File: src/rtl/tsgsb_pkg.sv
// ----------------------------------------------------------------------------
// tsgsb_pkg
// Shared types and constants for the time sorting gap split buffer.
// ----------------------------------------------------------------------------
package tsgsb_pkg;
  localparam int StoreDepth = 32;
  localparam int IdxW = $clog2(StoreDepth);
  localparam int CntW = $clog2(StoreDepth + 1);
  localparam int TsW = 48;
  localparam int CorrW = 16;
  localparam int PayW = 64;
  // ts*256 plus a positive correction can pass 2^56, so one guard bit over sign
  localparam int KeyW = TsW + 10;

  localparam logic [0:0] OP_INSERT = 1'b0;
  localparam logic [0:0] OP_FLUSH = 1'b1;

  localparam logic [0:0] CFG_HOLD = 1'b0;
  localparam logic [0:0] CFG_GAP = 1'b1;

  typedef struct packed {
    logic [TsW-1:0] ts;
    logic signed [CorrW-1:0] corr;
    logic [PayW-1:0] pay;
  } word_t;

  // per-cycle command from controller to every cell
  typedef struct packed {
    logic ins;        // sorted insert of new word
    logic shift;      // pop front: each cell takes its right neighbor
  } cell_cmd_t;

  function automatic logic signed [KeyW-1:0] key_of(word_t w);
    key_of = $signed({2'b00, w.ts, 8'd0}) + KeyW'(w.corr);
  endfunction
endpackage

File: src/rtl/tsgsb_cell.sv
// ----------------------------------------------------------------------------
// tsgsb_cell
// One store slot: holds a word, compares against the new key, shifts.
// ----------------------------------------------------------------------------
module tsgsb_cell
  import tsgsb_pkg::*;
(
  input  logic      clk,
  input  cell_cmd_t cmd,
  input  word_t     new_word,
  input  logic      occupied,    // slot below stored count
  input  logic      left_gt,     // left neighbor key > new key (and occupied)
  input  word_t     left_word,
  input  word_t     right_word,
  output word_t     word_q,
  output logic      gt           // this key > new key, slot occupied
);
  word_t word_r, word_nxt;

  assign gt = occupied && (key_of(word_r) > key_of(new_word));

  always_comb begin
    word_nxt = word_r;
    if (cmd.shift) begin
      word_nxt = right_word;
    end else if (cmd.ins) begin
      if (left_gt) begin
        word_nxt = left_word;
      end else if (gt || !occupied) begin
        word_nxt = new_word;
      end
    end
  end

  always_ff @(posedge clk) begin
    word_r <= word_nxt;
  end

  assign word_q = word_r;
endmodule

File: config.mk
export PLATFORM = sky130hd
export DESIGN_NAME = tsgsb_cell
export DESIGN_NICKNAME = d
export VERILOG_FILES = /design/src/rtl/tsgsb_pkg.sv /design/src/rtl/tsgsb_cell.sv
export SDC_FILE = /design/constraint.sdc
export NUM_CORES = 1
export LEC_CHECK = 0
export BUFFER_PORTS_ARGS = -buffer_cell sky130_fd_sc_hd__buf_2
export CAP_MARGIN = 10
export CORE_AREA = 10 10 192 194
export DETAILED_ROUTE_END_ITERATION = 12
export DIE_AREA = 0 0 202 204
export PLACE_DENSITY = 0.72
export SYNTH_ARGS = -nofsm -noshare
export SYNTH_HDL_FRONTEND = slang
export SYNTH_SLANG_ARGS = --single-unit
File: constraint.sdc
create_clock -name clk -period 17.8 [get_ports clk]
set_input_delay 3.56 -clock clk [delete_from_list [all_inputs] [get_ports clk]]
set_output_delay 3.56 -clock clk [all_outputs]
set_load 0.05 [all_outputs]
==> reports/results.tsv, run 1 <==
metric	value	unit
status	complete, no violations	
RSZ-0062 raised after global routing	no	
maximum root-to-sink buffer count	2	
Compound-Gate Fraction of Synth Area	23.4	%
slew at the pin with the worst max-slew slack	1.10	ns
dpl cells	2397	
routability-driven placement congestion ratio	0.940	
prevailing post-synth register cell	sky130_fd_sc_hd__edfxtp_1	
worst min path class	reg2reg	
routed via count divided by cell count	5.45	
worst endpoint required time	14.24	ns
main combinational cell family by area after synthesis	compound AO/OA/AOI/OAI gates	
HPWL after detailed placement	43.3	mm
Cells after Synth	1506	
worst setup skew after layout	0.0150	ns
Sinks on Clock Net	128	
met3 global-route usage	5.25	%
vias in the first global route	13500	
largest net degree at the start of global routing	112	
number of max-capacitance violations reported	0	
met2 Track Usage GR	43.3	%
final slew viol count	0	
post-synthesis async set-or-reset flop share	0	%
total nets after synthesis	2053	
clock tree from TritonCTS	done	
EDFF count, synth	128	
number of antenna violations at the first check in global routing	15	
number of setup violations in the final report	0	
root cell of the clock tree	sky130_fd_sc_hd__clkbuf_16	
synthesized-area fraction occupied by and/or/nand/nor cells	13.6	%
Clk pwr share	14.9	%
Final Instance Count excl. Fillers	2439	
total core area	0.0331	mm2
number of nets still failing antenna checks after routing	0	
maximum clock frequency	78.7	MHz
Critical Path Start	new_word[79]	
Setup crit start kind	primary input	
overall overflow remaining after global route	0	
net count of the finished layout	2515	
r2r worst-path depth	18	
leakage component of the power	8.21	nW
global-route met1 utilization	26.5	%
Routed WL per cell	21.1	um
final WL	51.4	mm
die outline area	0.0412	mm2
share of synthesized cell area in full adder, half adder and majority cells	15.0	%
Hold Crit Depth	5	
area of all placed cells without fillers	0.0168	mm2
utilization of the core after routing	50.6	%
endpoint class of the critical path	output pin	
IR Drop Worst-Case VDD	0.0686	mV
cts hold-fix bufs	0	
headroom to the max-slew limit	27.0	%
number of instances resized during post-cts repair	0	
worst setup path endpoint	gt	
post-synthesis sequential area ratio	28.9	%
xor and xnor fraction of the mapped netlist area	5.73	%
source-to-sink clock delay at the later pin of the worst-skew pair	0.45	ns
I/O pin count	518	
power dissipated by switching net loads	0.00116	W
relative contribution of sequential cells to total power	20.6	%
count of port buffers added during placement	517	
post-synthesis sequential element count	128	
Hold Worst Slack	2.00	ns
initial standard-cell utilization of the core	40.1	%
Die W	202	um
Pwr Density	138	mW/mm2
startpoint-to-endpoint class of the critical path	in2out	
number of different library cells in the post-synthesis netlist	80	
most heavily used metal layer in global routing	met2	
Largest register FFs	128	
vias after detailed routing	13300	
Worst-path clk slew	0.06	ns
area of placed instances	0.0162	mm2
count of TritonRoute iterations in the first routing pass	5	
Num CTS Buffers	17	
H-tree level count	4	
accumulated negative setup slack	0	ns
reg2reg end	word_q[95]	
Synth Area per Inst	8.83	um2
number of warning messages in the yosys log	0	
proportion of synthesized area in mux cells	9.64	%
net switching fraction of the power	50.2	%
area added between synthesis and finish	26.2	%
drt initial violations	887	
cell-internal power	0.00115	W
Register-to-Register Setup Slack	11.03	ns
postcts setup bufs	0	
Final Hold Fails	0	
Tmin final	12.71	ns
layout cells sized above 1	29.5	%
final critical-path share of the clock period	71.4	%
first-pass GRT wire length	76.7	mm
remaining design rule violation count	0	
crit path max fanout	47	
row cnt	67	
combinational fraction of design power	64.5	%
vertical extent of the die	204	um
Synth Cell Area	0.0133	mm2
worst r2r src	word_q[79]	
Worst Path Arrival	9.15	ns
GRT Resource Usage Total	23.8	%
critical path, cell delays in order:
cell and delay [ns]:
sky130_fd_sc_hd__buf_2 0.79, sky130_fd_sc_hd__ha_1 0.47, sky130_fd_sc_hd__a2111oi_2 0.38, sky130_fd_sc_hd__o21ai_0 0.16
sky130_fd_sc_hd__a22oi_2 0.23, sky130_fd_sc_hd__a21oi_1 0.12, sky130_fd_sc_hd__nor3_2 0.27, sky130_fd_sc_hd__a21oi_1 0.19
sky130_fd_sc_hd__a31oi_1 0.34, sky130_fd_sc_hd__o21bai_1 0.12, sky130_fd_sc_hd__xnor2_1 0.13, sky130_fd_sc_hd__ha_1 0.37
sky130_fd_sc_hd__nand4_1 0.16, sky130_fd_sc_hd__nor4_1 0.68, sky130_fd_sc_hd__o311ai_0 0.29, sky130_fd_sc_hd__o2111ai_1 0.23
sky130_fd_sc_hd__xnor2_1 0.19, sky130_fd_sc_hd__and3_1 0.18, sky130_fd_sc_hd__buf_2 0.28
power groups by stage:
stage	clock network (W)	registers (W)	logic, W
5_1_grt	0.000366	0.000486	0.00163
3_3_place_gp	0	0.000480	0.00145
2_1_floorplan	0	0.000773	0.000812
4_1_cts	0.000352	0.000478	0.00149
3_5_place_dp	0	0.000484	0.00148
6_report	0.000346	0.000477	0.00149
cells in the mapped netlist (31+ instances only):
cell / instances / area, um2
sky130_fd_sc_hd__edfxtp_1: 128 / 3840
sky130_fd_sc_hd__xnor2_1: 54 / 473
sky130_fd_sc_hd__nand2_1: 186 / 698
sky130_fd_sc_hd__a21o_1: 72 / 541
sky130_fd_sc_hd__nor2_1: 58 / 218
sky130_fd_sc_hd__o21ai_0: 188 / 941
sky130_fd_sc_hd__mux2i_1: 128 / 1280
sky130_fd_sc_hd__nand4_1: 31 / 194
sky130_fd_sc_hd__clkbuf_1: 52 / 195
sky130_fd_sc_hd__xor2_1: 33 / 289
sky130_fd_sc_hd__inv_1: 46 / 173
sky130_fd_sc_hd__a21oi_1: 110 / 551
sky130_fd_sc_hd__ha_1: 156 / 1950
worst min path at each step:
stage	startpoint	slack, ns	to
6_report	word_q[65]	2.00	word_q[65]
5_1_grt	word_q[65]	2.15	word_q[65]
4_1_cts	word_q[65]	2.07	word_q[65]
3_5_place_dp	word_q[65]	2.06	word_q[65]
3_3_place_gp	word_q[65]	2.05	word_q[65]
2_1_floorplan	word_q[64]	3.36	word_q[0]
cell families (layout without fill, tap and decap cells):
group | Yosys count | after routing
adders and majority gates | 158 | 158
DFF | 128 | 128
and+or+nand+nor | 386 | 386
buffers and inverters | 126 | 601
other | 0 | 10
AOI/OAI and AO/OA | 493 | 493
muxes | 128 | 128
xor gates and xnor gates | 87 | 87
area by class of cell:
cell class,count,area [um2]
diodes,10,25.0
inverters,46,173
fillers,3145,16300
repair buffers,523,2650
multi-input cells,1252,8950
clock inverters,15,144
well taps,448,561
clock buffers,17,425
flip-flops and latches,128,3840
cells in the final DEF (no fill, tap or decap), types with 13 or more instances in the layout:
| cell | n |
|---|---|
| sky130_fd_sc_hd__buf_2 | 515 |
| sky130_fd_sc_hd__o21ai_0 | 188 |
| sky130_fd_sc_hd__nand2_1 | 186 |
| sky130_fd_sc_hd__ha_1 | 156 |
| sky130_fd_sc_hd__mux2i_1 | 128 |
| sky130_fd_sc_hd__edfxtp_1 | 128 |
| sky130_fd_sc_hd__a21oi_1 | 110 |
| sky130_fd_sc_hd__a21o_1 | 72 |
| sky130_fd_sc_hd__nor2_1 | 58 |
| sky130_fd_sc_hd__xnor2_1 | 54 |
| sky130_fd_sc_hd__inv_1 | 46 |
| sky130_fd_sc_hd__xor2_1 | 33 |
| sky130_fd_sc_hd__nand4_1 | 31 |
| sky130_fd_sc_hd__nand3_1 | 30 |
| sky130_fd_sc_hd__o21bai_1 | 18 |
| sky130_fd_sc_hd__clkbuf_16 | 17 |
| sky130_fd_sc_hd__nor2b_1 | 15 |
| sky130_fd_sc_hd__a31oi_1 | 13 |
routing by layer:
| layer | wire (um) | vias up |
|---|---|---|
| met4 | 1410 | 6 |
| li1 | - | 6573 |
| met1 | 20100 | 6155 |
| met3 | 3120 | 71 |
| met2 | 26700 | 479 |
| met5 | 34 | - |
stage by stage:
step                      power [W]  worst slack [ns]
after global placement      0.00193              5.26
after detailed placement    0.00196              5.12
after floorplan             0.00159              6.70
after global routing        0.00248              4.60
final                       0.00232              5.09
after CTS                   0.00232              5.08
Note: power is estimated with default switching activity, not from simulation.
==> inputs of run 2 (changes only) <==
--- a/config.mk
+++ b/config.mk
@@ -10,7 +10,7 @@
 export CORE_AREA = 10 10 192 194
 export DETAILED_ROUTE_END_ITERATION = 12
 export DIE_AREA = 0 0 202 204
-export PLACE_DENSITY = 0.72
+export PLACE_DENSITY = 0.75
 export SYNTH_ARGS = -nofsm -noshare
 export SYNTH_HDL_FRONTEND = slang
 export SYNTH_SLANG_ARGS = --single-unit
==> constraint.sdc (replaced) <==
create_clock -name clk -period 10.9 [get_ports clk]
set_input_delay 2.18 -clock clk [delete_from_list [all_inputs] [get_ports clk]]
set_output_delay 2.18 -clock clk [all_outputs]
set_load 0.05 [all_outputs]
==> reports/results.tsv, run 2 (synthesis gave the netlist of run 1 again) <==
metric	value	unit	change
drt initial violations	756		-15%
crit path max fanout	47		unchanged
maximum clock frequency	101	MHz	
root cell of the clock tree	sky130_fd_sc_hd__clkbuf_16		
leakage component of the power	8.20	nW	-0.10%
slowest library cell on the worst path	sky130_fd_sc_hd__buf_2		
number of max-capacitance violations reported	0		unchanged
endpoint class of the critical path	output pin		
Tmin final	9.94	ns	
worst endpoint required time	8.72	ns	-5.52 ns
net count of the finished layout	2515		unchanged
vias after detailed routing	13400		+0.63%
first-pass GRT wire length	76.4	mm	-0.43%
worst min path class	reg2reg		
row cnt	67		unchanged
worst setup path endpoint	gt		
worst r2r src	word_q[79]		
total core area	0.0331	mm2	unchanged
final critical-path share of the clock period	91.2	%	
area of all placed cells without fillers	0.0168	mm2	about the same
number of setup violations in the final report	0		unchanged
Largest register FFs	128		unchanged
largest net degree at the start of global routing	105		-6.3%
HPWL after detailed placement	43.2	mm	-0.19%
final slew viol count	0		unchanged
layout cells sized above 1	29.3	%	-0.14 points
reg2reg end	word_q[18]		
clock tree from TritonCTS	done		
H-tree level count	4		unchanged
Pwr Density	226	mW/mm2	+64%
postcts setup bufs	0		unchanged
slowest stage delay, CP	0.81	ns	+0.02 ns
number of instances resized during post-cts repair	0		unchanged
routability-driven placement congestion ratio	0.934		-0.64%
I/O pin count	518		unchanged
most common library cell in the layout ignoring fill and taps	sky130_fd_sc_hd__buf_2		
IR Drop Worst-Case VDD	0.115	mV	+67%
accumulated negative setup slack	0	ns	unchanged
maximum root-to-sink buffer count	2		unchanged
status	complete, no violations		
Worst-path clk slew	0.07	ns	about the same
r2r worst-path depth	18		unchanged
count of port buffers added during placement	517		unchanged
Critical Path Start	new_word[79]		
Sinks on Clock Net	128		unchanged
area added between synthesis and finish	26.1	%	about the same
Num CTS Buffers	17		unchanged
worst setup skew after layout	0.0131	ns	-0.00197 ns
Setup crit start kind	primary input		
final WL	51.3	mm	-0.23%
cts hold-fix bufs	0		unchanged
Register-to-Register Setup Slack	3.74	ns	-7.29 ns
vertical extent of the die	204	um	unchanged
remaining design rule violation count	0		unchanged
Routed WL per cell	21.1	um	about the same
vias in the first global route	13400		-0.66%
cells traversed along the worst timing path	buf_2 > ha_1 > a2111oi_2 > o21ai_0 > a22oi_2 > a21oi_1 > nor3_2 > a21oi_1 > a31oi_1 > o21bai_1 > xnor2_1 > ha_1 > nand4_1 > nor4_1 > o311ai_0 > o2111ai_1 > xnor2_1 > and3_1 > buf_2		
area of placed instances	0.0162	mm2	about the same
overall overflow remaining after global route	0		unchanged
Die W	202	um	unchanged
Hold Worst Slack	1.85	ns	-0.154 ns
startpoint-to-endpoint class of the critical path	in2out		
die outline area	0.0412	mm2	unchanged
initial standard-cell utilization of the core	40.1	%	unchanged
source-to-sink clock delay at the later pin of the worst-skew pair	0.44	ns	about the same
GRT Resource Usage Total	23.6	%	-0.21 points
Final Hold Fails	0		unchanged
headroom to the max-slew limit	24.7	%	-2.3 points
slew at the pin with the worst max-slew slack	1.13	ns	+0.0338 ns
highest-count cells in the layout ignoring fill and taps	sky130_fd_sc_hd__buf_2 (515), sky130_fd_sc_hd__o21ai_0 (188), sky130_fd_sc_hd__nand2_1 (186)		
RSZ-0062 raised after global routing	no		
number of nets still failing antenna checks after routing	0		unchanged
routed via count divided by cell count	5.49		+0.88%
number of antenna violations at the first check in global routing	17		+2
Worst Path Arrival	7.76	ns	-1.39 ns
count of TritonRoute iterations in the first routing pass	5		unchanged
==> run 2: cell types whose count changed in the layout (fill, tap and decap cells not counted), sizes merged <==
cell      previous run  this run
clkinv               4         6
diode               10         5
clkinvlp             1         3
buf                522       523
inv                 55        48
bufinv               1         2
==> run 2: how the worst min path moves through the flow <==
stage	start	endpoint	cells after the start
floorplan	right_word[124]	word_q[124]	2
global placement	word_q[65]	word_q[123]	4
detailed placement	word_q[65]	word_q[2]	4
CTS	word_q[65]	word_q[97]	4
global route	right_word[45]	word_q[45]	3
finish	word_q[65]	word_q[118]	4
==> run 2: per-layer routing <==
layer,GRT usage [%],share of wire (%),vias to the layer above
li1,-,-,6566
met1,26.6,39,6180
met2,42.5,51,519
met3,5.53,6.6,89
met4,8.59,3.0,14
met5,0,0.20,-
==> run 2: power breakdown <==
group / switching (W) / internal [W] / total (W)
Clock: 0.000237 / 0.000335 / 0.000572
Sequential: 0.0000558 / 0.000721 / 0.000777
Combinational: 0.00160 / 0.000844 / 0.00245
==> run 2: per-stage QoR <==
step	cells	setup slack, ns	util [%]	power, W
floorplan	1506	1.37	-	0.00259
finish	2433	0.964	50.6	0.00380
detailed placement	2397	0.949	48.9	0.00321
CTS	2428	0.925	50.6	0.00380
global placement	2397	1.33	48.9	0.00316
global route	2430	0.587	50.6	0.00405
==> run 2: critical path: cells and delay by family <==
kind / cells / cell delay (ns)
fa+ha+maj: 2 / 0.87
compound gates: 9 / 2.00
simple gates: 4 / 1.28
buf+inv: 2 / 1.10
xor+xnor: 2 / 0.31
==> run 2: layout make-up <==
| class | instances | area [um2] |
|---|---|---|
| Clock inverter | 13 | 139 |
| Inverter | 46 | 173 |
| Tap cell | 448 | 561 |
| Multi-Input combinational cell | 1252 | 8950 |
| Clock buffer | 18 | 429 |
| Antenna cell | 5 | 12.5 |
| Sequential cell | 128 | 3840 |
| Fill cell | 3179 | 16300 |
| Timing Repair Buffer | 523 | 2660 |
